**src/rtl/core/wsm_pkg.sv**
```systemverilog
// Shared types and constants for the star-only wildcard matcher.
// Used by every module under rtl/core; depends on nothing.
package wsm_pkg;

  localparam logic [7:0] STAR_BYTE = 8'h2A;

  typedef enum logic [1:0] {
    OP_APPEND = 2'd0,
    OP_NAME   = 2'd1,
    OP_END    = 2'd2,
    OP_CLEAR  = 2'd3
  } op_t;

  typedef struct packed {
    op_t        operation;
    logic [7:0] char_byte;
  } in_item_t;

  typedef struct packed {
    logic matched;
    logic pattern_overflow;
  } out_item_t;

  // one item leaving the input stage this cycle
  typedef struct packed {
    logic       fire;
    op_t        op;
    logic [7:0] ch;
  } step_t;

endpackage

```
**src/rtl/core/wsm_pattern.sv**
```systemverilog
// Pattern storage: one byte register per position, length and sticky overflow.
// Produces per-position star and literal-hit masks. Depends on wsm_pkg.
module wsm_pattern import wsm_pkg::*; #(
  parameter int PATTERN_MAX = 32,
  parameter int LEN_W       = $clog2(PATTERN_MAX + 1)
) (
  input  logic                   clk,
  input  logic                   rst_n,
  input  step_t                  step,
  output logic [LEN_W-1:0]       len,
  output logic                   overflow,
  output logic [PATTERN_MAX-1:0] star_on,
  output logic [PATTERN_MAX-1:0] lit_hit
);

  localparam logic [LEN_W-1:0] LEN_FULL = LEN_W'(PATTERN_MAX);

  logic [7:0]       store_r [PATTERN_MAX];
  logic [LEN_W-1:0] len_r, len_nxt;
  logic             ovf_r, ovf_nxt;
  logic             do_append;

  assign do_append = step.fire && (step.op == OP_APPEND);

  always_comb begin
    len_nxt = len_r;
    ovf_nxt = ovf_r;
    if (step.fire) begin
      case (step.op)
        OP_APPEND: begin
          if (len_r < LEN_FULL) begin
            len_nxt = len_r + LEN_W'(1);
          end else begin
            ovf_nxt = 1'b1;
          end
        end
        OP_CLEAR: begin
          len_nxt = '0;
          ovf_nxt = 1'b0;
        end
        default: begin
        end
      endcase
    end
  end

  always_ff @(posedge clk) begin
    if (!rst_n) begin
      len_r <= '0;
      ovf_r <= 1'b0;
    end else begin
      len_r <= len_nxt;
      ovf_r <= ovf_nxt;
    end
  end

  for (genvar i = 0; i < PATTERN_MAX; i++) begin : g_pos
    logic in_len;

    // the write slot is the current length; a full pattern matches no slot
    always_ff @(posedge clk) begin
      if (do_append && (len_r == LEN_W'(i))) begin
        store_r[i] <= step.ch;
      end
    end

    assign in_len     = (LEN_W'(i) < len_r);
    assign star_on[i] = in_len && (store_r[i] == STAR_BYTE);
    assign lit_hit[i] = in_len && (store_r[i] != STAR_BYTE) && (store_r[i] == step.ch);
  end

  assign len      = len_r;
  assign overflow = ovf_r;

endmodule

```
**src/rtl/core/wsm_nfa.sv**
```systemverilog
// Active-position set: keeps the set before star closure, closes it with a
// parallel-prefix network each cycle and advances it on name bytes. Uses wsm_pkg.
module wsm_nfa import wsm_pkg::*; #(
  parameter int PATTERN_MAX = 32,
  parameter int LEN_W       = $clog2(PATTERN_MAX + 1)
) (
  input  logic                   clk,
  input  logic                   rst_n,
  input  step_t                  step,
  input  logic [LEN_W-1:0]       len,
  input  logic [PATTERN_MAX-1:0] star_on,
  input  logic [PATTERN_MAX-1:0] lit_hit,
  output logic                   matched
);

  localparam int NPOS   = PATTERN_MAX + 1;
  localparam int LEVELS = $clog2(NPOS);
  localparam logic [NPOS-1:0] RESTART = NPOS'(1);

  logic [NPOS-1:0] raw_r, raw_nxt;
  logic [NPOS-1:0] prop;
  logic [NPOS-1:0] act;
  logic [NPOS-1:0] kg [LEVELS+1];
  logic [NPOS-1:0] kp [LEVELS+1];
  logic [NPOS-1:0] adv;

  // position k is reached for free from k-1 when k-1 holds a star
  assign prop  = {star_on, 1'b0};
  assign kg[0] = raw_r;
  assign kp[0] = prop;

  for (genvar l = 0; l < LEVELS; l++) begin : g_lvl
    localparam int D = 1 << l;
    assign kg[l+1] = kg[l] | (kp[l] & (kg[l] << D));
    assign kp[l+1] = kp[l] & (kp[l] << D);
  end

  assign act = kg[LEVELS];

  // star keeps its position, literal hit moves one ahead
  assign adv = {act[PATTERN_MAX-1:0] & lit_hit, 1'b0}
             | {1'b0, act[PATTERN_MAX-1:0] & star_on};

  always_comb begin
    raw_nxt = raw_r;
    if (step.fire) begin
      case (step.op)
        OP_NAME: raw_nxt = adv;
        default: raw_nxt = RESTART;
      endcase
    end
  end

  always_ff @(posedge clk) begin
    if (!rst_n) begin
      raw_r <= RESTART;
    end else begin
      raw_r <= raw_nxt;
    end
  end

  assign matched = act[len];

endmodule

```
**src/rtl/core/wildcard_star_match.sv**
```systemverilog
// Star-only glob matcher. Items arrive on in_valid/in_stall/in_data: op APPEND
// adds a pattern byte (dropped with a sticky overflow flag once PATTERN_MAX
// bytes are held), CLEAR empties the pattern, NAME streams one name byte, END
// closes the name. Only END produces a transfer on out_valid/out_stall/out_data,
// carrying matched and pattern_overflow. APPEND, CLEAR and END restart the
// active-position set at position zero.
// Throughput: one item per cycle while in_stall is low; every pattern position is updated in
// parallel, with star closure done by a ceil(log2(PATTERN_MAX+1))-level prefix net.
// An accepted END passes through the input register, then the result register,
// and may wait in the input register while a stalled result is held.
// Stall: a waiting result does not block pattern or name bytes; only an END
// that meets a stalled, occupied result register raises in_stall.
// Reset (rst_n low at a clock edge): empty pattern, overflow cleared, set at
// position zero, both channels empty. Pattern bytes themselves are not reset.
// Depends on wsm_pkg, wsm_pattern and wsm_nfa.
module wildcard_star_match import wsm_pkg::*; #(
  parameter int PATTERN_MAX = 32
) (
  input  logic      clk,
  input  logic      rst_n,
  input  logic      in_valid,
  output logic      in_stall,
  input  in_item_t  in_data,
  output logic      out_valid,
  input  logic      out_stall,
  output out_item_t out_data
);

  localparam int LEN_W = $clog2(PATTERN_MAX + 1);

  logic                   s1_valid_r, s1_valid_nxt;
  in_item_t               s1_item_r;
  logic                   out_valid_r, out_valid_nxt;
  out_item_t              out_data_r, out_data_nxt;
  logic                   blocked;
  logic                   emit;
  step_t                  step;
  logic [LEN_W-1:0]       len;
  logic                   overflow;
  logic [PATTERN_MAX-1:0] star_on;
  logic [PATTERN_MAX-1:0] lit_hit;
  logic                   matched;

  assign blocked    = s1_valid_r && (s1_item_r.operation == OP_END)
                   && out_valid_r && out_stall;
  assign step.fire  = s1_valid_r && !blocked;
  assign step.op    = s1_item_r.operation;
  assign step.ch    = s1_item_r.char_byte;
  assign emit       = step.fire && (step.op == OP_END);
  assign in_stall   = blocked;

  assign s1_valid_nxt = blocked ? 1'b1 : in_valid;

  always_comb begin
    out_valid_nxt = out_valid_r;
    out_data_nxt  = out_data_r;
    if (emit) begin
      out_valid_nxt                 = 1'b1;
      out_data_nxt.matched          = matched;
      out_data_nxt.pattern_overflow = overflow;
    end else if (!out_stall) begin
      out_valid_nxt = 1'b0;
    end
  end

  always_ff @(posedge clk) begin
    if (!rst_n) begin
      s1_valid_r  <= 1'b0;
      out_valid_r <= 1'b0;
    end else begin
      s1_valid_r  <= s1_valid_nxt;
      out_valid_r <= out_valid_nxt;
    end
  end

  always_ff @(posedge clk) begin
    if (!blocked) begin
      s1_item_r <= in_data;
    end
    out_data_r <= out_data_nxt;
  end

  wsm_pattern #(
    .PATTERN_MAX (PATTERN_MAX),
    .LEN_W       (LEN_W)
  ) u_pattern (
    .clk      (clk),
    .rst_n    (rst_n),
    .step     (step),
    .len      (len),
    .overflow (overflow),
    .star_on  (star_on),
    .lit_hit  (lit_hit)
  );

  wsm_nfa #(
    .PATTERN_MAX (PATTERN_MAX),
    .LEN_W       (LEN_W)
  ) u_nfa (
    .clk     (clk),
    .rst_n   (rst_n),
    .step    (step),
    .len     (len),
    .star_on (star_on),
    .lit_hit (lit_hit),
    .matched (matched)
  );

  assign out_valid = out_valid_r;
  assign out_data  = out_data_r;

  a_end_emits: assert property (@(posedge clk) disable iff (!rst_n)
    emit |=> out_valid_r)
    else $error("end of name did not load a result");

  a_stall_cause: assert property (@(posedge clk) disable iff (!rst_n)
    in_stall |-> (out_valid_r && out_stall && s1_valid_r))
    else $error("input stalled without a blocked result");

  a_no_repeat: assert property (@(posedge clk) disable iff (!rst_n)
    (out_valid_r && !out_stall && !emit) |=> !out_valid_r)
    else $error("result repeated after its transfer");

endmodule
```
**config.mk**
```make
export PLATFORM = sky130hd
export DESIGN_NAME = wildcard_star_match
export DESIGN_NICKNAME = d
export VERILOG_FILES = /design/src/rtl/core/wsm_pkg.sv /design/src/rtl/core/wsm_pattern.sv /design/src/rtl/core/wsm_nfa.sv /design/src/rtl/core/wildcard_star_match.sv
export SDC_FILE = /design/constraint.sdc
export NUM_CORES = 1
export LEC_CHECK = 0
export ABC_AREA = 0
export BUFFER_PORTS_ARGS = -buffer_cell sky130_fd_sc_hd__buf_2
export CAP_MARGIN = 20
export CORE_ASPECT_RATIO = 0.5
export CORE_MARGIN = 2
export CORE_UTILIZATION = 39
export CTS_CLUSTER_SIZE = 25
export DETAILED_ROUTE_END_ITERATION = 6
export PLACE_DENSITY_LB_ADDON = 0.2
export SLEW_MARGIN = 10
export SYNTH_ARGS = -nofsm -noshare
export SYNTH_HDL_FRONTEND = slang
export SYNTH_SLANG_ARGS = --single-unit
export TNS_END_PERCENT = 100
```
**constraint.sdc**
```tcl
create_clock -name clk -period 5 [get_ports clk]
set_input_delay 1 -clock clk [delete_from_list [all_inputs] [get_ports clk]]
set_output_delay 1 -clock clk [all_outputs]
set_load 0.005 [all_outputs]
```
Word level (Yosys, flattened, before mapping) --
Memories as Yosys holds them, arrays and structs flattened. Index checks and enable logic that the tools add are counted.
Word-level totals: input port bits 14, bits in writable memories 256, memories 1, logic and storage cells 536, output and inout bits 4, flip-flop bits (word level) 54
Cells by class: muxes and demuxes 167, equal/unequal tests 133, bitwise gates (word level) 20, reductions and logical operators 171, magnitude comparators 34, $add $sub $neg 1
Memory list:
- u_pattern.store_r | words 32, bits a word 8, read ports 32, clocked after memory_dff 0, write ports 1, line wsm_pattern.sv:18 | logic [7:0] store_r [PATTERN_MAX];
Operators by type and width (count):
- $and A33 B33 Y33 | 11
- $eq A8 B6 Y1 const B | 32
- $eq A8 B8 Y1 | 32
- $ne A8 B6 Y1 const B | 32
- $mux W8 | 31
- $reduce_or A8 Y1 | 31
- $or A33 B33 Y33 | 6
- $mux W5 | 31
- $logic_and A1 B1 Y1 | 134
- $mux W1 | 100
- $eq A6 B5 Y1 const B | 16
- $lt A5 B6 Y1 const A | 16
- $and A32 B32 Y32 | 2
- $eq A6 B4 Y1 const B | 8
- $lt A4 B6 Y1 const A | 8
- $mux W33 | 1
- $or A33 B32 Y33 | 1
- $eq A6 B3 Y1 const B | 4
- $lt A3 B6 Y1 const A | 4
- $eq A6 B2 Y1 const B | 2
- $lt A1 B6 Y1 const A | 2
- $lt A2 B6 Y1 const A | 2
- $pmux W6 S2 | 1
- $lt A6 B7 Y1 const B | 1
- 15 further kinds | 18

Longest topological paths before layout --
depth in word-level cells 42, gate-level depth with buffers 15, gate-level depth less buffers 13

Modules after synthesis --
From an unflattened synthesis, not the netlist that was laid out.
Unflattened totals: cell total of the unflattened synthesis 1348, area, all modules 15886.5 µm²
By module, submodules not included:
- wsm_pattern | sequential area each 7827.5 µm², area each 12678.4 µm², cells an instance 938, times used 1
- wsm_nfa | sequential area each 660.6 µm², area each 2740.1 µm², cells an instance 386, times used 1
- wildcard_star_match | sequential area each 400.4 µm², area each 467.9 µm², cells an instance 24, times used 1

Worst setup path after synthesis --
OpenSTA, ideal clock, no wires.
path kind reg2reg, start register u_pattern.len_r[1], in the netlist u_pattern.len[1], end register out_data_r (netlist bit out_data[1]), data pin, setup time 0.131 ns, period minus slack after synthesis 3.735 ns, required time 4.869 ns, path buffers 1, cell stages (with the launch flop) 15, data arrival time 3.604 ns, path slack 1.265 ns, cells stage by stage dfxtp_1 > buf_2 > clkinv_1 > ha_1 > and2b_1 > o211ai_1 > nor2_2 > nand4_2 > o211a_4 > a21o_4 > o31a_1 > a211o_1 > a221o_1 > a31oi_1 > o31a_1
On the way: word-level cells in the longest chain between the ends 15, elaborated cells on any way between the ends 83
RTL lines:
- start, declared | line wsm_pattern.sv:19 | logic [LEN_W-1:0] len_r, len_nxt;
- start signal, assigned | line wsm_pattern.sv:52 | len_r <= len_nxt;
- $lt A1 B6 Y1 | line wsm_pattern.sv:67 | assign in_len = (LEN_W'(i) < len_r);
- $logic_and A1 B1 Y1 | line wsm_pattern.sv:68 | assign star_on[i] = in_len && (store_r[i] == STAR_BYTE);
- $and A33 B33 Y33 | line wsm_nfa.sv:34 | assign kg[l+1] = kg[l] | (kp[l] & (kg[l] << D));
- $or A33 B33 Y33 | line wsm_nfa.sv:34
- $and A33 B33 Y33 | line wsm_nfa.sv:34
- $or A33 B33 Y33 | line wsm_nfa.sv:34
- $and A33 B33 Y33 | line wsm_nfa.sv:34
- $or A33 B33 Y33 | line wsm_nfa.sv:34
- $and A33 B33 Y33 | line wsm_nfa.sv:34
- $or A33 B33 Y33 | line wsm_nfa.sv:34
- $and A33 B33 Y33 | line wsm_nfa.sv:34
- $or A33 B33 Y33 (2 in series) | line wsm_nfa.sv:34
- $bmux W1 S6 (*) | line wsm_nfa.sv:62 | assign matched = act[len];
- $mux W1 (not written as such) (*) | line wsm_nfa.sv:62
- via matched | line wildcard_star_match.sv:42 | logic matched;
- end signal, assigned | line wildcard_star_match.sv:80 | out_data_r <= out_data_nxt;
- end, declared | line wildcard_star_match.sv:34 | out_item_t out_data_r, out_data_nxt;
The timed path passes the listed nets; every way through them passes the cells marked *. The select of a mux whose other input is x is not followed. A chain may end at the register's enable or synchronous reset.

Worst setup path after layout --
start register u_pattern.len_r[0], in the netlist u_pattern.len[0], end register out_data_r (netlist bit out_data[1]), data pin
The elaborated chain is that of the path after synthesis.

==> flow_summary.yaml <==
clocking:
  hold_buffers: 0
  cts_setup_buffers: 0
  cts_resized: 0
  clk_path_buf_depth: 3
  htreeDepth: 1
  clkTransAtPathRegs_ps: 60
  tritoncts: "built"
  numCtsBuffers: 31
  cts_sinks: 310
  cts_root_buf: "clkbuf_16"
  clock_latency_ps: 580
setup_path:
  required_ps: 5450
  max_stage_delay_ps: 650
  cp_top_family: "compound AO/OA/AOI/OAI gates"
  crit_path_frequent_cell: "o31a_1"
  crit_slowest_cell: "ha_1"
  crit_buf_inv: 1
  end_kind: "flip-flop"
  crit_type: "flip-flop to flip-flop"
  worstPathArrival_ps: 4660
  path_cells: "buf_4, ha_1, o21a_1, o211ai_4, nor4_4, nand4_2, o211a_4, a21o_4, o31a_1, a211o_1, a221o_1, a31oi_1, o31a_1"
  cp-start-kind: "flip-flop"
  worstPathMaxFanout: 26
layout:
  antenna_cells: 0
  final_common_cell: "edfxtp_1"
  area_growth_pct: 11.7
  drive_gt1_share_pct: 9.46
  finish.net_count: 1409
  final_cell_mix: "edfxtp_1 (268), xor2_1 (132), xnor2_1 (126), nor2_1 (92), nand2_1 (84)"
  n_fill_cell: 3731
  fin_cells: 1956
sta:
  max_freq_mhz: 238
  setup_viol: 0
  skew_ps: 17.1
  setup-tns-final_ps: 0
  maxSlewViolCount: 0
  finalCritPeriodShare_pct: 84.2
  rsz0062_at_grt: "false"
  slew_headroom_pct: 20.8
  hold_viol: 0
  worstMarginPinSlew_ps: 1190
  worst_hold_slack_ps: 461
  period_minus_slack_ps: 4210
routing:
  drcViolationCount: 0
  vias_per_cell: 5.75
  routed_wl_mm: 43.3
  drtAntennaViolNets: 0
  num_vias: 11200
  initialDrtViolationCount: 1030
  wl_per_cell_um: 22.2
  drt_pass1_iterations: 5
die:
  dieWidth_um: 291
  dieHeight_um: 147
  dieArea_um2: 42900
  rows: 52
  initial_core_util_pct: 39.6
  io_pins: 18
  fp.coreArea_um2: 40500
flow_run:
  cap_violations: 0
grt:
  grt_first_pass_wirelength_mm: 66.6
  grt.met3_usage_pct: 3.53
  grt-ovfl-total: 0
  grt_max_degree: 65
  grt_use_met1_pct: 29.0
  grt_most_used_layer: "met2"
  grt_util_met2_pct: 30.9
  antenna_found_initial: 0
  grt_pass1_vias: 11300
  grt_use_total_pct: 19.9
synth:
  synth_seq_cells: 310
  synthesis.nets: 1389
  synth_cells: 1371
  ys_types: 88
  syn_avg_cell_area_um2: 11.7
  synthArstFlopShare_pct: 0
  ys.flop_type: "edfxtp_1"
  ys_seq_area_share_pct: 55.4
  netlist_area_um2: 16000
  yosysWarnings: 0
  synth-edff-count: 268
pwr:
  power.density_nw_per_um2: 305
  combPwrFrac_pct: 4.6
  seqPwrFrac_pct: 51.7
  peakVddDrop_mv: 0.251
  swShare_pct: 21.4
  intPower_mw: 4.30
  p_sw_mw: 1.17
  clock_power_share_pct: 43.7
  leakage_nw: 5.54
placement:
  placed_cells: 1897
  place.port_buffers: 17
  hpwl_mm: 29.0
  gp_congestion: 0.915
min_path:
  hold_class: "flip-flop to flip-flop"
run_status:
  outcome: "finished clean"
[tightest hold or removal path: cells and delay by family (launching register included)]
family | cells | cell delay [ps]
AND/OR/NAND/NOR | 1 | 50
AO/OA/AOI/OAI | 1 | 50
flip-flops | 1 | 310
[per-stage QoR]
step	power (mW)	cell area, um^2	utilization (%)	setup WS (ps)
floorplan	3.04	16000	-	1260
global placement	3.13	16900	41.7	953
detailed placement	3.14	16900	41.7	912
CTS	5.52	17900	44.2	890
global route	5.65	17900	44.3	576
finish	5.47	17900	44.3	790
[cell usage after synthesis, types with 11 or more instances]
master	number	area share, %
edfxtp_1	268	50
xor2_1	132	7.2
xnor2_1	126	6.9
nor2_1	92	2.2
nand2_1	84	2.0
nor4_1	44	1.7
nand4_1	43	1.7
o21ai_0	43	1.3
dfxtp_1	42	5.2
a21oi_1	41	1.3
nand3_1	36	1.1
nor3_1	30	0.94
nor4bb_1	28	1.7
buf_1	27	0.63
clkbuf_1	26	0.61
nor4b_1	26	1.4
nor2b_1	17	0.66
a21boi_0	15	0.70
and2_1	15	0.59
inv_1	15	0.35
o211ai_1	13	0.61
a22oi_1	11	0.51
a31oi_1	11	0.43
[sequential cells by signal (all words and copies together) (netlist names)]
signal,flops
out_data,2
out_valid,1
s1_item_r,10
s1_valid_r,1
u_nfa.raw_r,33
u_pattern.len,6
u_pattern.overflow,1
u_pattern.store_r,256
[per-layer routing]
metal / up-vias / wire length, um
met5: - / 0
met4: 0 / 955
met1: 5581 / 21100
met2: 364 / 18700
li1: 5225 / -
met3: 76 / 2540
[layout make-up]
class                           count  area, um^2  share of cell area, %
Sequential cell                   310        8890                   49.6
Clock inverter                     12         169                  0.943
Timing Repair Buffer               52         433                   2.42
Multi-Input combinational cell    977        6810                   38.0
Clock buffer                       46         862                   4.81
Inverter                           19        71.3                  0.398
Tap cell                          540         676                   3.77
[power by group through the flow]
| stage | Clock (mW) | Combinational (mW) | Sequential (mW) |
|---|---|---|---|
| floorplan | 0 | 0.152 | 2.89 |
| global placement | 0 | 0.250 | 2.88 |
| detailed placement | 0 | 0.255 | 2.88 |
| CTS | 2.43 | 0.256 | 2.83 |
| global route | 2.55 | 0.275 | 2.83 |
| finish | 2.39 | 0.252 | 2.83 |
[logic make-up (layout without fill, tap and decap cells)]
group                      after synthesis  after routing  share of synthesized area (%)
AOI/OAI and AO/OA                      237            237                           10.7
xor gates and xnor gates               258            258                           14.1
adders and majority gates                4              4                          0.312
buffers and inverters                   84            129                           2.15
DFF                                    310            310                           55.4
muxes                                    1              1                         0.0702
and+or+nand+nor                        477            477                           17.2
[worst paths after layout]
kind / startpoint / end / slack [ps] / cells past startpoint
max: u_pattern.len[0]$_SDFFE_PN0P_ / out_data[1]$_DFFE_PP_ / 790 / 13
min: u_nfa.raw_r[32]$_SDFFE_PN0P_ / u_nfa.raw_r[32]$_SDFFE_PN0P_ / 460 / 2
max reg2reg: u_pattern.len[0]$_SDFFE_PN0P_ / out_data[1]$_DFFE_PP_ / 790 / 13
min reg2reg: u_nfa.raw_r[32]$_SDFFE_PN0P_ / u_nfa.raw_r[32]$_SDFFE_PN0P_ / 460 / 2
Power figures use the tool's default switching activity.
